**src/rtl/assert_macros.svh**
```systemverilog
// assertion helpers for the rtl
`ifndef ASSERT_MACROS_SVH
`define ASSERT_MACROS_SVH

`ifndef SYNTHESIS

// same-cycle implication
`define MCO_ASSERT_IMPL(label, clk, rst_n, ante, cons) \
  label: assert property (@(posedge clk) disable iff (!rst_n) (ante) |-> (cons)) \
    else $error("assertion failed");

// next-cycle implication
`define MCO_ASSERT_NEXT(label, clk, rst_n, ante, cons) \
  label: assert property (@(posedge clk) disable iff (!rst_n) (ante) |=> (cons)) \
    else $error("assertion failed");

`else

`define MCO_ASSERT_IMPL(label, clk, rst_n, ante, cons)
`define MCO_ASSERT_NEXT(label, clk, rst_n, ante, cons)

`endif

`endif

```
**src/rtl/mco_pkg.sv**
```systemverilog
`default_nettype none

package mco_pkg;

  localparam int COORD_W   = 14;
  localparam int OFFSET_W  = 28;
  localparam int PITCH_W   = 15;
  localparam int COLOR_W   = 32;
  localparam int CENTER_W  = 12;
  localparam int IDX_W     = 3;
  localparam int BPP_SHIFT = 2;

  localparam logic OP_START = 1'b0;
  localparam logic OP_STEP  = 1'b1;

  localparam logic [PITCH_W-1:0] PITCH_RESET = 15'd4096;
  localparam logic [IDX_W-1:0]   IDX_LAST    = 3'd7;

  // how one of the eight symmetric pixels is formed from the octant point
  typedef struct packed {
    logic x_use_y;
    logic x_neg;
    logic y_use_y;
    logic y_neg;
  } term_t;

  typedef struct packed {
    logic load;
    logic done;
  } launch_t;

  // neg: center - v, otherwise center + v - 1
  function automatic term_t pixel_term(input logic [IDX_W-1:0] k);
    term_t t;
    t = '0;
    unique case (k)
      3'd0: t = '{x_use_y: 1'b0, x_neg: 1'b0, y_use_y: 1'b1, y_neg: 1'b0};
      3'd1: t = '{x_use_y: 1'b1, x_neg: 1'b0, y_use_y: 1'b0, y_neg: 1'b0};
      3'd2: t = '{x_use_y: 1'b0, x_neg: 1'b1, y_use_y: 1'b1, y_neg: 1'b0};
      3'd3: t = '{x_use_y: 1'b1, x_neg: 1'b0, y_use_y: 1'b0, y_neg: 1'b1};
      3'd4: t = '{x_use_y: 1'b0, x_neg: 1'b0, y_use_y: 1'b1, y_neg: 1'b1};
      3'd5: t = '{x_use_y: 1'b1, x_neg: 1'b1, y_use_y: 1'b0, y_neg: 1'b0};
      3'd6: t = '{x_use_y: 1'b0, x_neg: 1'b1, y_use_y: 1'b1, y_neg: 1'b1};
      3'd7: t = '{x_use_y: 1'b1, x_neg: 1'b1, y_use_y: 1'b0, y_neg: 1'b1};
      default: t = '0;
    endcase
    return t;
  endfunction

endpackage

`default_nettype wire

```
**src/rtl/mco_octant_walk.sv**
```systemverilog
`default_nettype none

module mco_octant_walk #(
  parameter int RADIUS_BITS = 11
) (
  input  wire                                 clk,
  input  wire                                 rst_n,
  input  wire                                 in_valid,
  output logic                                in_ready,
  input  wire                                 in_operation,
  input  wire  [mco_pkg::CENTER_W-1:0]        in_center_x,
  input  wire  [mco_pkg::CENTER_W-1:0]        in_center_y,
  input  wire  [RADIUS_BITS-1:0]              in_radius,
  input  wire  [mco_pkg::COLOR_W-1:0]         in_color,
  input  wire                                 can_load,
  output mco_pkg::launch_t                    launch,
  output logic [RADIUS_BITS-1:0]              oct_x,
  output logic [RADIUS_BITS:0]                oct_y,
  output logic [mco_pkg::CENTER_W-1:0]        center_col,
  output logic [mco_pkg::CENTER_W-1:0]        center_row,
  output logic [mco_pkg::COLOR_W-1:0]         draw_color
);

  localparam int XW = RADIUS_BITS;
  localparam int YW = RADIUS_BITS + 1;
  localparam int EW = RADIUS_BITS + 3;

  logic                         active_r, active_nxt;
  logic [XW-1:0]                x_r, x_nxt;
  logic [YW-1:0]                y_r, y_nxt;
  logic [EW-1:0]                err_r, err_nxt;
  logic [mco_pkg::CENTER_W-1:0] cx_r, cx_nxt;
  logic [mco_pkg::CENTER_W-1:0] cy_r, cy_nxt;
  logic [mco_pkg::COLOR_W-1:0]  color_r, color_nxt;

  logic          accept;
  logic          has_pixels;
  logic [EW-1:0] e_add;
  logic [EW-1:0] e_dec;
  logic [XW-1:0] x_dec;
  logic [XW-1:0] step_x;
  logic [YW-1:0] step_y;
  logic [EW-1:0] step_e;
  logic          step_done;

  assign in_ready   = can_load;
  assign accept     = in_valid && in_ready;
  assign has_pixels = active_r && ({1'b0, x_r} >= y_r);

  // decision update for one step
  assign e_add     = err_r + {1'b0, y_r, 1'b0};
  assign x_dec     = x_r - XW'(1);
  assign e_dec     = e_add - {2'b00, x_dec, 1'b0} + EW'(1);
  assign step_x    = e_add[EW-1] ? x_r : x_dec;
  assign step_e    = e_add[EW-1] ? e_add : e_dec;
  assign step_y    = y_r + YW'(1);
  assign step_done = {1'b0, step_x} < step_y;

  always_comb begin
    active_nxt = active_r;
    x_nxt      = x_r;
    y_nxt      = y_r;
    err_nxt    = err_r;
    cx_nxt     = cx_r;
    cy_nxt     = cy_r;
    color_nxt  = color_r;
    if (accept) begin
      if (in_operation == mco_pkg::OP_START) begin
        active_nxt = 1'b1;
        x_nxt      = in_radius;
        y_nxt      = YW'(1);
        err_nxt    = EW'(0) - {3'b000, in_radius};
        cx_nxt     = in_center_x;
        cy_nxt     = in_center_y;
        color_nxt  = in_color;
      end else if (has_pixels) begin
        active_nxt = !step_done;
        x_nxt      = step_x;
        y_nxt      = step_y;
        err_nxt    = step_e;
      end else begin
        active_nxt = 1'b0;
      end
    end
  end

  always_ff @(posedge clk) begin
    if (!rst_n) begin
      active_r <= 1'b0;
      x_r      <= '0;
      y_r      <= '0;
      err_r    <= '0;
      cx_r     <= '0;
      cy_r     <= '0;
      color_r  <= '0;
    end else begin
      active_r <= active_nxt;
      x_r      <= x_nxt;
      y_r      <= y_nxt;
      err_r    <= err_nxt;
      cx_r     <= cx_nxt;
      cy_r     <= cy_nxt;
      color_r  <= color_nxt;
    end
  end

  // the emitter snapshots the pre-update point on load
  assign launch.load = accept && (in_operation == mco_pkg::OP_STEP) && has_pixels;
  assign launch.done = step_done;
  assign oct_x       = x_r;
  assign oct_y       = y_r;
  assign center_col  = cx_r;
  assign center_row  = cy_r;
  assign draw_color  = color_r;

endmodule

`default_nettype wire

```
**src/rtl/mco_pixel_emit.sv**
```systemverilog
`default_nettype none

module mco_pixel_emit #(
  parameter int RADIUS_BITS = 11
) (
  input  wire                                 clk,
  input  wire                                 rst_n,
  input  mco_pkg::launch_t                    launch,
  input  wire  [RADIUS_BITS-1:0]              oct_x,
  input  wire  [RADIUS_BITS:0]                oct_y,
  input  wire  [mco_pkg::CENTER_W-1:0]        center_col,
  input  wire  [mco_pkg::CENTER_W-1:0]        center_row,
  input  wire  [mco_pkg::COLOR_W-1:0]         draw_color,
  input  wire                                 cfg_valid,
  input  wire  [mco_pkg::PITCH_W-1:0]         cfg_row_pitch,
  output logic                                can_load,
  output logic                                out_valid,
  input  wire                                 out_ready,
  output logic signed [mco_pkg::COORD_W-1:0]  out_pixel_x,
  output logic signed [mco_pkg::COORD_W-1:0]  out_pixel_y,
  output logic signed [mco_pkg::OFFSET_W-1:0] out_byte_offset,
  output logic [mco_pkg::COLOR_W-1:0]         out_pixel_value,
  output logic                                out_last_of_step,
  output logic                                out_circle_done
);

  localparam int VW = RADIUS_BITS + 1;
  // wide enough for center plus or minus the octant point, sign included
  localparam int CW = ((VW > mco_pkg::CENTER_W) ? VW : mco_pkg::CENTER_W) + 2;
  localparam int PW = CW + mco_pkg::PITCH_W + 1;

  logic                         job_valid_r, job_valid_nxt;
  logic [mco_pkg::IDX_W-1:0]    idx_r, idx_nxt;
  logic [RADIUS_BITS-1:0]       jx_r;
  logic [VW-1:0]                jy_r;
  logic [mco_pkg::CENTER_W-1:0] jcx_r;
  logic [mco_pkg::CENTER_W-1:0] jcy_r;
  logic [mco_pkg::COLOR_W-1:0]  jcol_r;
  logic                         jdone_r;
  logic [mco_pkg::PITCH_W-1:0]  pitch_r;

  logic                          out_valid_r, out_valid_nxt;
  logic [mco_pkg::COORD_W-1:0]   px_r;
  logic [mco_pkg::COORD_W-1:0]   py_r;
  logic [mco_pkg::OFFSET_W-1:0]  off_r;
  logic [mco_pkg::COLOR_W-1:0]   col_r;
  logic                          last_r;
  logic                          done_r;

  logic                          advance;
  logic                          is_last;
  mco_pkg::term_t                term;
  logic [VW-1:0]                 xv;
  logic [VW-1:0]                 yv;
  logic [CW-1:0]                 cxe;
  logic [CW-1:0]                 cye;
  logic [CW-1:0]                 px;
  logic [CW-1:0]                 py;
  logic signed [PW-1:0]          prod;
  logic [mco_pkg::OFFSET_W-1:0]  px_off;
  logic [mco_pkg::OFFSET_W-1:0]  off;

  assign advance  = job_valid_r && (!out_valid_r || out_ready);
  assign is_last  = (idx_r == mco_pkg::IDX_LAST);
  assign can_load = !job_valid_r || (advance && is_last);

  // pixel of the current index
  assign term = mco_pkg::pixel_term(idx_r);
  assign xv   = term.x_use_y ? jy_r : {1'b0, jx_r};
  assign yv   = term.y_use_y ? jy_r : {1'b0, jx_r};
  assign cxe  = CW'(jcx_r);
  assign cye  = CW'(jcy_r);
  assign px   = term.x_neg ? (cxe - CW'(xv)) : (cxe + CW'(xv) - CW'(1));
  assign py   = term.y_neg ? (cye - CW'(yv)) : (cye + CW'(yv) - CW'(1));

  assign prod   = $signed(py) * $signed({1'b0, pitch_r});
  assign px_off = mco_pkg::OFFSET_W'($signed(px)) << mco_pkg::BPP_SHIFT;
  assign off    = prod[mco_pkg::OFFSET_W-1:0] + px_off;

  always_comb begin
    job_valid_nxt = job_valid_r;
    idx_nxt       = idx_r;
    if (launch.load) begin
      job_valid_nxt = 1'b1;
      idx_nxt       = '0;
    end else if (advance) begin
      idx_nxt = idx_r + mco_pkg::IDX_W'(1);
      if (is_last) begin
        job_valid_nxt = 1'b0;
      end
    end
  end

  always_comb begin
    if (advance) begin
      out_valid_nxt = 1'b1;
    end else if (out_ready) begin
      out_valid_nxt = 1'b0;
    end else begin
      out_valid_nxt = out_valid_r;
    end
  end

  always_ff @(posedge clk) begin
    if (!rst_n) begin
      job_valid_r <= 1'b0;
      idx_r       <= '0;
      out_valid_r <= 1'b0;
      pitch_r     <= mco_pkg::PITCH_RESET;
    end else begin
      job_valid_r <= job_valid_nxt;
      idx_r       <= idx_nxt;
      out_valid_r <= out_valid_nxt;
      if (cfg_valid) begin
        pitch_r <= cfg_row_pitch;
      end
    end
  end

  always_ff @(posedge clk) begin
    if (launch.load) begin
      jx_r    <= oct_x;
      jy_r    <= oct_y;
      jcx_r   <= center_col;
      jcy_r   <= center_row;
      jcol_r  <= draw_color;
      jdone_r <= launch.done;
    end
  end

  always_ff @(posedge clk) begin
    if (advance) begin
      px_r   <= px[mco_pkg::COORD_W-1:0];
      py_r   <= py[mco_pkg::COORD_W-1:0];
      off_r  <= off;
      col_r  <= jcol_r;
      last_r <= is_last;
      done_r <= is_last && jdone_r;
    end
  end

  assign out_valid        = out_valid_r;
  assign out_pixel_x      = $signed(px_r);
  assign out_pixel_y      = $signed(py_r);
  assign out_byte_offset  = $signed(off_r);
  assign out_pixel_value  = col_r;
  assign out_last_of_step = last_r;
  assign out_circle_done  = done_r;

endmodule

`default_nettype wire

```
**src/rtl/midpoint_circle_outline_unit.sv**
```systemverilog
// midpoint circle outline unit
// input channel (in_*): a request with in_operation = start latches center,
//   radius and color and sets up the octant walk; it produces no pixels.
//   a request with in_operation = step produces the eight symmetric pixels
//   of the current octant point, or nothing when no circle is open or x < y.
// output channel (out_*): one pixel per transfer with its column, row,
//   byte offset (row * row_pitch + 4 * column, 28-bit wrap) and color;
//   out_last_of_step marks the eighth pixel, out_circle_done marks the
//   eighth pixel of the step that closes the circle.
// config channel (cfg_*): always ready, writes row_pitch; write only while idle.
// a taken step request lands in the emitter's job registers, then its first
//   pixel goes to the output register unless the receiver holds an earlier one.
// throughput: one pixel per cycle while the receiver keeps taking pixels; the
//   emitter's pixel counter walks the eight pixels. the next step request is
//   taken in the cycle the eighth pixel moves to the output register.
// a stalled receiver holds the output register and the emitter; requests
//   back up through in_ready. synchronous reset closes any circle, drops
//   pending pixels and sets row_pitch to 4096.
`default_nettype none
`include "assert_macros.svh"

module midpoint_circle_outline_unit #(
  parameter int RADIUS_BITS = 11
) (
  input  wire                                 clk,
  input  wire                                 rst_n,
  input  wire                                 in_valid,
  output logic                                in_ready,
  input  wire                                 in_operation,
  input  wire  [mco_pkg::CENTER_W-1:0]        in_center_x,
  input  wire  [mco_pkg::CENTER_W-1:0]        in_center_y,
  input  wire  [RADIUS_BITS-1:0]              in_radius,
  input  wire  [mco_pkg::COLOR_W-1:0]         in_color,
  output logic                                out_valid,
  input  wire                                 out_ready,
  output logic signed [mco_pkg::COORD_W-1:0]  out_pixel_x,
  output logic signed [mco_pkg::COORD_W-1:0]  out_pixel_y,
  output logic signed [mco_pkg::OFFSET_W-1:0] out_byte_offset,
  output logic [mco_pkg::COLOR_W-1:0]         out_pixel_value,
  output logic                                out_last_of_step,
  output logic                                out_circle_done,
  input  wire                                 cfg_valid,
  output logic                                cfg_ready,
  input  wire  [mco_pkg::PITCH_W-1:0]         cfg_row_pitch
);

  mco_pkg::launch_t             launch;
  logic                         can_load;
  logic [RADIUS_BITS-1:0]       oct_x;
  logic [RADIUS_BITS:0]         oct_y;
  logic [mco_pkg::CENTER_W-1:0] center_col;
  logic [mco_pkg::CENTER_W-1:0] center_row;
  logic [mco_pkg::COLOR_W-1:0]  draw_color;

  assign cfg_ready = 1'b1;

  mco_octant_walk #(
    .RADIUS_BITS (RADIUS_BITS)
  ) u_walk (
    .clk          (clk),
    .rst_n        (rst_n),
    .in_valid     (in_valid),
    .in_ready     (in_ready),
    .in_operation (in_operation),
    .in_center_x  (in_center_x),
    .in_center_y  (in_center_y),
    .in_radius    (in_radius),
    .in_color     (in_color),
    .can_load     (can_load),
    .launch       (launch),
    .oct_x        (oct_x),
    .oct_y        (oct_y),
    .center_col   (center_col),
    .center_row   (center_row),
    .draw_color   (draw_color)
  );

  mco_pixel_emit #(
    .RADIUS_BITS (RADIUS_BITS)
  ) u_emit (
    .clk              (clk),
    .rst_n            (rst_n),
    .launch           (launch),
    .oct_x            (oct_x),
    .oct_y            (oct_y),
    .center_col       (center_col),
    .center_row       (center_row),
    .draw_color       (draw_color),
    .cfg_valid        (cfg_valid),
    .cfg_row_pitch    (cfg_row_pitch),
    .can_load         (can_load),
    .out_valid        (out_valid),
    .out_ready        (out_ready),
    .out_pixel_x      (out_pixel_x),
    .out_pixel_y      (out_pixel_y),
    .out_byte_offset  (out_byte_offset),
    .out_pixel_value  (out_pixel_value),
    .out_last_of_step (out_last_of_step),
    .out_circle_done  (out_circle_done)
  );

  `MCO_ASSERT_IMPL(a_done_on_last, clk, rst_n, out_valid && out_circle_done, out_last_of_step)
  `MCO_ASSERT_IMPL(a_load_from_step, clk, rst_n, launch.load, in_valid && in_ready && (in_operation == mco_pkg::OP_STEP))
  `MCO_ASSERT_IMPL(a_load_has_slot, clk, rst_n, launch.load, can_load)
  `MCO_ASSERT_NEXT(a_load_fills_output, clk, rst_n, launch.load, !can_load || out_valid)

endmodule

`default_nettype wire

```
**config.mk**
```make
export PLATFORM = sky130hd
export DESIGN_NAME = midpoint_circle_outline_unit
export DESIGN_NICKNAME = d
export VERILOG_FILES = /design/src/rtl/mco_pkg.sv /design/src/rtl/mco_octant_walk.sv /design/src/rtl/mco_pixel_emit.sv /design/src/rtl/midpoint_circle_outline_unit.sv
export VERILOG_INCLUDE_DIRS = /design/src /design/src/rtl
export SDC_FILE = /design/constraint.sdc
export NUM_CORES = 1
export LEC_CHECK = 0
export BUFFER_PORTS_ARGS = -buffer_cell sky130_fd_sc_hd__buf_2
export CAP_MARGIN = 20
export CELL_PAD_IN_SITES_DETAIL_PLACEMENT = 1
export CELL_PAD_IN_SITES_GLOBAL_PLACEMENT = 2
export CORE_ASPECT_RATIO = 1.4
export CORE_MARGIN = 5
export CORE_UTILIZATION = 40
export DETAILED_ROUTE_END_ITERATION = 7
export GPL_TIMING_DRIVEN = 0
export PLACE_DENSITY_LB_ADDON = 0.1
export SYNTH_ARGS = -nofsm -noshare
export SYNTH_HDL_FRONTEND = slang
export SYNTH_HIERARCHICAL = 1
export SYNTH_SLANG_ARGS = --single-unit
```
**constraint.sdc**
```tcl
create_clock -name clk -period 11.55 [get_ports clk]
set_input_delay 0.5775 -clock clk [delete_from_list [all_inputs] [get_ports clk]]
set_output_delay 0.5775 -clock clk [all_outputs]
set_load 0.02 [all_outputs]
```
**After elaboration in Yosys (flattened, before gate mapping)**

Memories as Yosys holds them, arrays and structs flattened. A register that Yosys moved wholly into a read port is not among the register bits.
Index checks and enable logic that the tools add are counted.

- Bitwise logic cells: 2
- Order comparisons: 2
- Mux-type cells: 21
- Equal/unequal tests: 2
- Add/subtract/negate cells: 14
- $mul: 1
- Reduce and logical (&&, ||, !) cells: 19

Operators by type and width:

| cell | count |
|---|---|
| $mux W14 | 5 |
| $mux W12 | 4 |
| $mux W11 | 3 |
| $add A28 B28 Y28 | 1 |
| $mul A14 B16 Y28 | 1 |
| $sub A14 B1 Y14 const B | 2 |
| $add A12 B12 Y13 | 2 |
| $sub A12 B12 Y13 | 2 |
| $add A14 B1 Y14 const B | 1 |
| $add A14 B13 Y14 | 1 |
| $sub A14 B12 Y14 | 1 |
| $add A12 B1 Y12 const B | 1 |
| $ge A11 B12 Y1 | 1 |
| $lt A11 B12 Y1 | 1 |
| $sub A1 B11 Y12 const A | 1 |
| $sub A11 B1 Y11 const B | 1 |
| $logic_and A1 B1 Y1 | 7 |
| $mux W1 | 7 |
| $mux W3 | 2 |
| $reduce_and A2 Y1 | 3 |
| $reduce_bool A2 Y1 | 3 |
| $add A3 B1 Y3 const B | 1 |
| $eq A3 B3 Y1 const B | 1 |
| $logic_not A1 Y1 | 3 |
| other kinds (4) | 6 |

- Bits in registers: 284
- Bits in read-only memories: 32
- Memories: 1
- Input port bits: 88
- Output and inout port bits: 93

Memories:

| memory | depth | width | rd ports | clocked after memory_dff | write ports | line | source |
|---|---|---|---|---|---|---|---|
| (name not given) | 8 | 4 | 1 | 1 | 0 | mco_pkg.sv:36 | `unique case (k)` |

**Depth between registers and ports, before layout**

- Word-level depth: 10
- Depth in mapped cells: 35
- Depth with buffers taken out: 33

**Hierarchy**

Netlist, hierarchy kept.

By module, submodules not included:

| module | cells an instance | times used | area each (um2) | seq. area each (um2) |
|---|---|---|---|---|
| mco_pixel_emit | 1555 | 1 | 16666.0 | 5585.4 |
| mco_octant_walk | 795 | 1 | 6190.9 | 1881.8 |
| midpoint_circle_outline_unit | 2 | 1 | 11.3 | 0.0 |

**Least setup slack after synthesis**

No wires, ideal clock.

- Kind: reg2reg
- Start point: register, netlist name u_emit/term[3]
- End point: register u_emit.off_r (netlist bit u_emit/out_byte_offset[27]), data pin
- Path buffers: 1
- Slack: 2489 ps
- Arrival time: 8794 ps
- Required time: 11282 ps
- Cell stages (with the launch flop): 31
- Cells stage by stage: dfxtp_1 > buf_1 > mux2i_1 > ha_1 > nand2b_1 > a2111o_1 > a311o_1 > or4b_4 > nor4_1 > nand4_1 > xor2_1 > o21ai_1 > fa_1 > fa_1 > inv_1 > fa_1 > inv_1 > fa_1 > fa_1 > inv_1 > fa_1 > inv_1 > ha_1 > and4_1 > a2111oi_0 > o21bai_1 > o21ai_0 > nand2_1 > a221o_1 > xnor2_1 > xnor3_1

- Word-level cells in the longest chain between the ends: 5
- Elaborated cells on any way between the ends: 6
- Those cells by class: add/sub: 4; mux: 2

Ends and longest elaborated chain:

| element | line | source |
|---|---|---|
| $mux W12 * | mco_pixel_emit.sv:69 | `assign xv = term.x_use_y ? jy_r : {1'b0, jx_r};` |
| $add A12 B12 Y13 | mco_pixel_emit.sv:73 | `assign px = term.x_neg ? (cxe - CW'(xv)) : (cxe + CW'(xv) - CW'(1));` |
| $sub A14 B1 Y14 | mco_pixel_emit.sv:73 |  |
| $mux W14 * | mco_pixel_emit.sv:73 |  |
| net u_emit.px[12] | mco_pixel_emit.sv:57 | `logic [CW-1:0] px;` |
| $add A28 B28 Y28 * | mco_pixel_emit.sv:78 | `assign off = prod[mco_pkg::OFFSET_W-1:0] + px_off;` |
| net u_emit.off (one bit) | mco_pixel_emit.sv:61 | `logic [mco_pkg::OFFSET_W-1:0] off;` |
| end signal: assignment | mco_pixel_emit.sv:135 | `off_r <= off;` |
| end: declaration | mco_pixel_emit.sv:45 | `logic [mco_pkg::OFFSET_W-1:0] off_r;` |

Mark *: on every way through the listed nets, which the timed path passes. The rest lies on a longest branch.
A chain may end at the register's enable or synchronous reset.

**Worst setup path after layout**

- Start point: register, netlist name u_emit/term[1]
- End point: register u_emit.off_r (netlist bit u_emit/out_byte_offset[27]), data pin

- Word-level cells in the longest chain between the ends: 6
- Elaborated cells on any way between the ends: 7
- Those cells by class: add/sub: 4; mul: 1; mux: 2

Ends and longest elaborated chain:

| element | line | source |
|---|---|---|
| $mux W12 * | mco_pixel_emit.sv:70 | `assign yv = term.y_use_y ? jy_r : {1'b0, jx_r};` |
| $add A12 B12 Y13 | mco_pixel_emit.sv:74 | `assign py = term.y_neg ? (cye - CW'(yv)) : (cye + CW'(yv) - CW'(1));` |
| $sub A14 B1 Y14 | mco_pixel_emit.sv:74 |  |
| $mux W14 * | mco_pixel_emit.sv:74 |  |
| net u_emit.py[10] | mco_pixel_emit.sv:58 | `logic [CW-1:0] py;` |
| $mul A14 B16 Y28 * | mco_pixel_emit.sv:76 | `assign prod = $signed(py) * $signed({1'b0, pitch_r});` |
| $add A28 B28 Y28 * | mco_pixel_emit.sv:78 |  |
| net u_emit.off (one bit) | mco_pixel_emit.sv:61 |  |

Marks and branches as above.

==> flow_metrics.env <==
export IMPL_status="finished clean"
export IMPL_core_um2=56600
export IMPL_leakage_uw=0.0114
export IMPL_num_vias=17500
export IMPL_finalPower_uw=4910
export IMPL_critPathMaxFanout=10
export IMPL_dr_first_iter_drc_count=649
export IMPL_via_per_inst=5.27
export IMPL_place_hpwl_mm=58.4
export IMPL_die_height_um=293
export IMPL_cts_tree="yes"
export IMPL_diodes=0
export IMPL_synth_top_family_by_area="adder cells"
export IMPL_grt_pass1_wl_mm=109
export IMPL_grt_max_degree=90
export IMPL_htreeDepth=1
export IMPL_synth_top_area_cell="edfxtp_1"
export IMPL_preCtsSetupSlack_ns=0.00237
export IMPL_ff_latch_area_um2=7470
export IMPL_hold_viol_final=0
export IMPL_cts_buffers=30
export IMPL_switching_power_uw=2010
export IMPL_maxCapViolations=0
export IMPL_slowest_stage="a2111oi_1"
export IMPL_relSlewSlack_pct=25.7
export IMPL_hold_ws_ns=0.188
export IMPL_ir_worst_vdd_mv=0.147
export IMPL_syn_to_final_growth_pct=13.2
export IMPL_tightest_slew_ns=1.11
export IMPL_antenna_found_initial=1
export IMPL_required_ns=11.91
export IMPL_synthCells=2352
export IMPL_cts_root_buf="clkbuf_16"
export IMPL_synth_top_area_share_pct=22.3
export IMPL_synthAdderAreaFrac_pct=27.8
export IMPL_synthXorXnorAreaFrac_pct=4.96
export IMPL_synth_mux_area_share_pct=2.18
export IMPL_synthArstFlopShare_pct=0
export IMPL_avgSynthCellArea_um2=9.72
export IMPL_crit_end="u_emit/out_byte_offset[27]"
export IMPL_crit_path_end_kind="flop"
export IMPL_yosys_most_used_dff="edfxtp_1"
export IMPL_synth_edf_count=170
export IMPL_drc=0
export IMPL_detail_route_wl_per_cell_um=21.0
export IMPL_cellPowerDensity_nw_per_um2=190
export IMPL_crit_family="adder cells"
export IMPL_cts_max_path_buffers=3
export IMPL_drt_pass1_iterations=5
export IMPL_fin_skew_ns=0.0479
export IMPL_clock_sinks=288
export IMPL_critical_path_cell_count=30
export IMPL_p_int_uw=2900
export IMPL_setup_slack_ns=0.622
export IMPL_synth_seq_area_share_pct=32.7
export IMPL_insertion_delay_ns=0.62
export IMPL_synth_compound_area_share_pct=10.8
export IMPL_seqPwrFrac_pct=25.8
export IMPL_path_class="flop to flop"
export IMPL_die_area_um2=62100
export IMPL_start_util_pct=40.4
export IMPL_drive_above_1_share_pct=11.2
export IMPL_cp_slowest_stage_delay_ns=0.68
export IMPL_io_pins=181
export IMPL_finalCritPeriodShare_pct=94.6
export IMPL_yosys_warnings=6
export IMPL_dr_wl_met3_mm=1.59
export IMPL_track_usage_pct=22.4
export IMPL_slew_viol_final=0
export IMPL_synthMostInstantiatedCell="inv_1"
export IMPL_finalNetCount=3051
export IMPL_grt_pass1_vias=19800
export IMPL_reg2regPathDepth=30
export IMPL_synthDistinctLibCells=90
export IMPL_grt_setup_unrepaired="false"
export IMPL_multi_input_area_um2=13800
export IMPL_swShare_pct=40.9
export IMPL_setup_viol=0
export IMPL_post_cts_setup_buffer_count=0
export IMPL_die_w_um=212
export IMPL_combinationalPowerShare_pct=51.7
export IMPL_yosys_area_share_simple_pct=14.4
export IMPL_io_buffers=177
export IMPL_path_common_cell="fa_1"
export IMPL_crit_arrival_ns=11.29
export IMPL_synthTopCellsByArea="edfxtp_1 (22%), fa_1 (16%), ha_1 (12%)"
export IMPL_met2_length_mm=40.5
export IMPL_wl_met1_mm=25.0
export IMPL_routabilityCongestion=0.891
export IMPL_finalCriticalPeriod_ns=10.93
export IMPL_overflow=0
export IMPL_rows=103
export IMPL_startpoint_type="flop"
export IMPL_dp_cells=3267
export IMPL_ys_ff_latch=288
export IMPL_r2r_start="u_emit/term[1]"
export IMPL_synth_nets=2837
export IMPL_antenna_left=0
export IMPL_top_layer="met5"
export IMPL_fillCellCount=6509
export IMPL_cp_startpoint="u_emit/term[1]"
export IMPL_min_path_type="input pin to flop"
export IMPL_r2r_end="u_emit/out_byte_offset[27]"
export IMPL_netlist_area_um2=22900
export IMPL_r2r_slack_ns=0.62
export IMPL_cp_num_buf_inv=5
export IMPL_fmax_mhz=91.5
export IMPL_finalNonFillerCells=3325
export IMPL_wl_mm=69.9
export IMPL_cts_reportedPaths_clkPinSlew_ns=0.07
export IMPL_synth_common_cells="inv_1 (318), nand2_1 (306), ha_1 (211)"
export IMPL_clockPowerShare_pct=22.5
stage by stage:
stage	TNS [ns]	utilization (%)	instance area, µm²
3_5_place_dp	0	43.7	24700
3_3_place_gp	-0.00861	43.6	24700
5_1_grt	0	45.8	25900
2_1_floorplan	0	-	22900
4_1_cts	0	45.7	25900
6_report	0	45.8	25900
power groups by stage:
| stage | clock network (µW) | logic [µW] | registers, µW |
|---|---|---|---|
| 2_1_floorplan | 0 | 1870 | 1290 |
| 3_3_place_gp | 0 | 2480 | 1290 |
| 3_5_place_dp | 0 | 2560 | 1290 |
| 4_1_cts | 1140 | 2580 | 1270 |
| 5_1_grt | 1180 | 2890 | 1270 |
| 6_report | 1100 | 2540 | 1270 |
layout make-up:
cell class | count | share of cell area (%)
plain buffers | 96 | 1.60
clock buffers | 31 | 2.95
clock inverters | 25 | 1.44
inverters | 322 | 4.70
multi-input cells | 1646 | 53.3
flip-flops and latches | 288 | 28.8
well taps | 735 | 3.55
repair buffers | 182 | 3.64
kinds of logic (layout without fill, tap and decap cells):
| group | after synthesis | in the layout |
|---|---|---|
| fa+ha+maj | 397 | 397 |
| buf+inv | 418 | 656 |
| compound gates | 380 | 380 |
| simple gates | 691 | 691 |
| flops | 288 | 288 |
| xor+xnor | 128 | 128 |
| mux | 49 | 49 |
| other cells | 1 | 1 |
worst register-to-register path, delay by kind of cell (launching register included):
kind                     cells  cell delay, ns
buffers and inverters        5            1.07
AND/OR/NAND/NOR              5            0.80
AO/OA/AOI/OAI                7            2.83
XOR/XNOR                     3            0.60
adder cells (fa/ha/maj)      8            3.92
multiplexers                 2            1.06
flip-flops                   1            0.39
sequential cells by signal, indices dropped and copies added, names as in the netlist, 14 cells and up:
name / flops
u_emit/out_byte_offset: 28
u_emit/out_pixel_y: 14
u_walk/draw_color: 32
u_emit/out_pixel_value: 32
u_emit/out_pixel_x: 14
u_walk/err_r: 14
u_emit/pitch_r: 15
u_emit/jcol_r: 32
cell usage in the layout (no fill, tap or decap), types with 48 or more instances in the layout:
cell and instances:
inv_1 317, nand2_1 306, ha_1 211, buf_2 188
fa_1 186, edfxtp_1 170, a21oi_1 136, dfxtp_1 118
nor2_1 98, and2_1 80, xnor2_1 79, clkbuf_1 72
o21ai_0 55, xor2_1 48
worst min-delay path by stage:
stage / start / to / depth (start not counted)
4_1_cts: cfg_row_pitch[12] / u_emit/pitch_r[12] / 3
3_3_place_gp: u_emit/jcol_r[20] / u_emit/out_pixel_value[20] / 0
3_5_place_dp: u_emit/jcol_r[19] / u_emit/out_pixel_value[19] / 0
2_1_floorplan: u_emit/jcol_r[0] / u_emit/out_pixel_value[0] / 0
6_report: cfg_row_pitch[12] / u_emit/pitch_r[12] / 3
5_1_grt: in_color[20] / u_walk/draw_color[20] / 3
repair_timing:
item / CTS / global route
hold buffers: 0 / 0
setup endpoints to repair: 1 / 4
gates resized for setup: 1 / 4
layer usage:
layer | track usage (%) | vias up
met2 | 46.3 | 256
li1 | - | 8323
met3 | 1.86 | 119
met1 | 22.8 | 8839
met4 | 8.09 | 2
met5 | 0 | -
(Power assumes the default switching activity.)
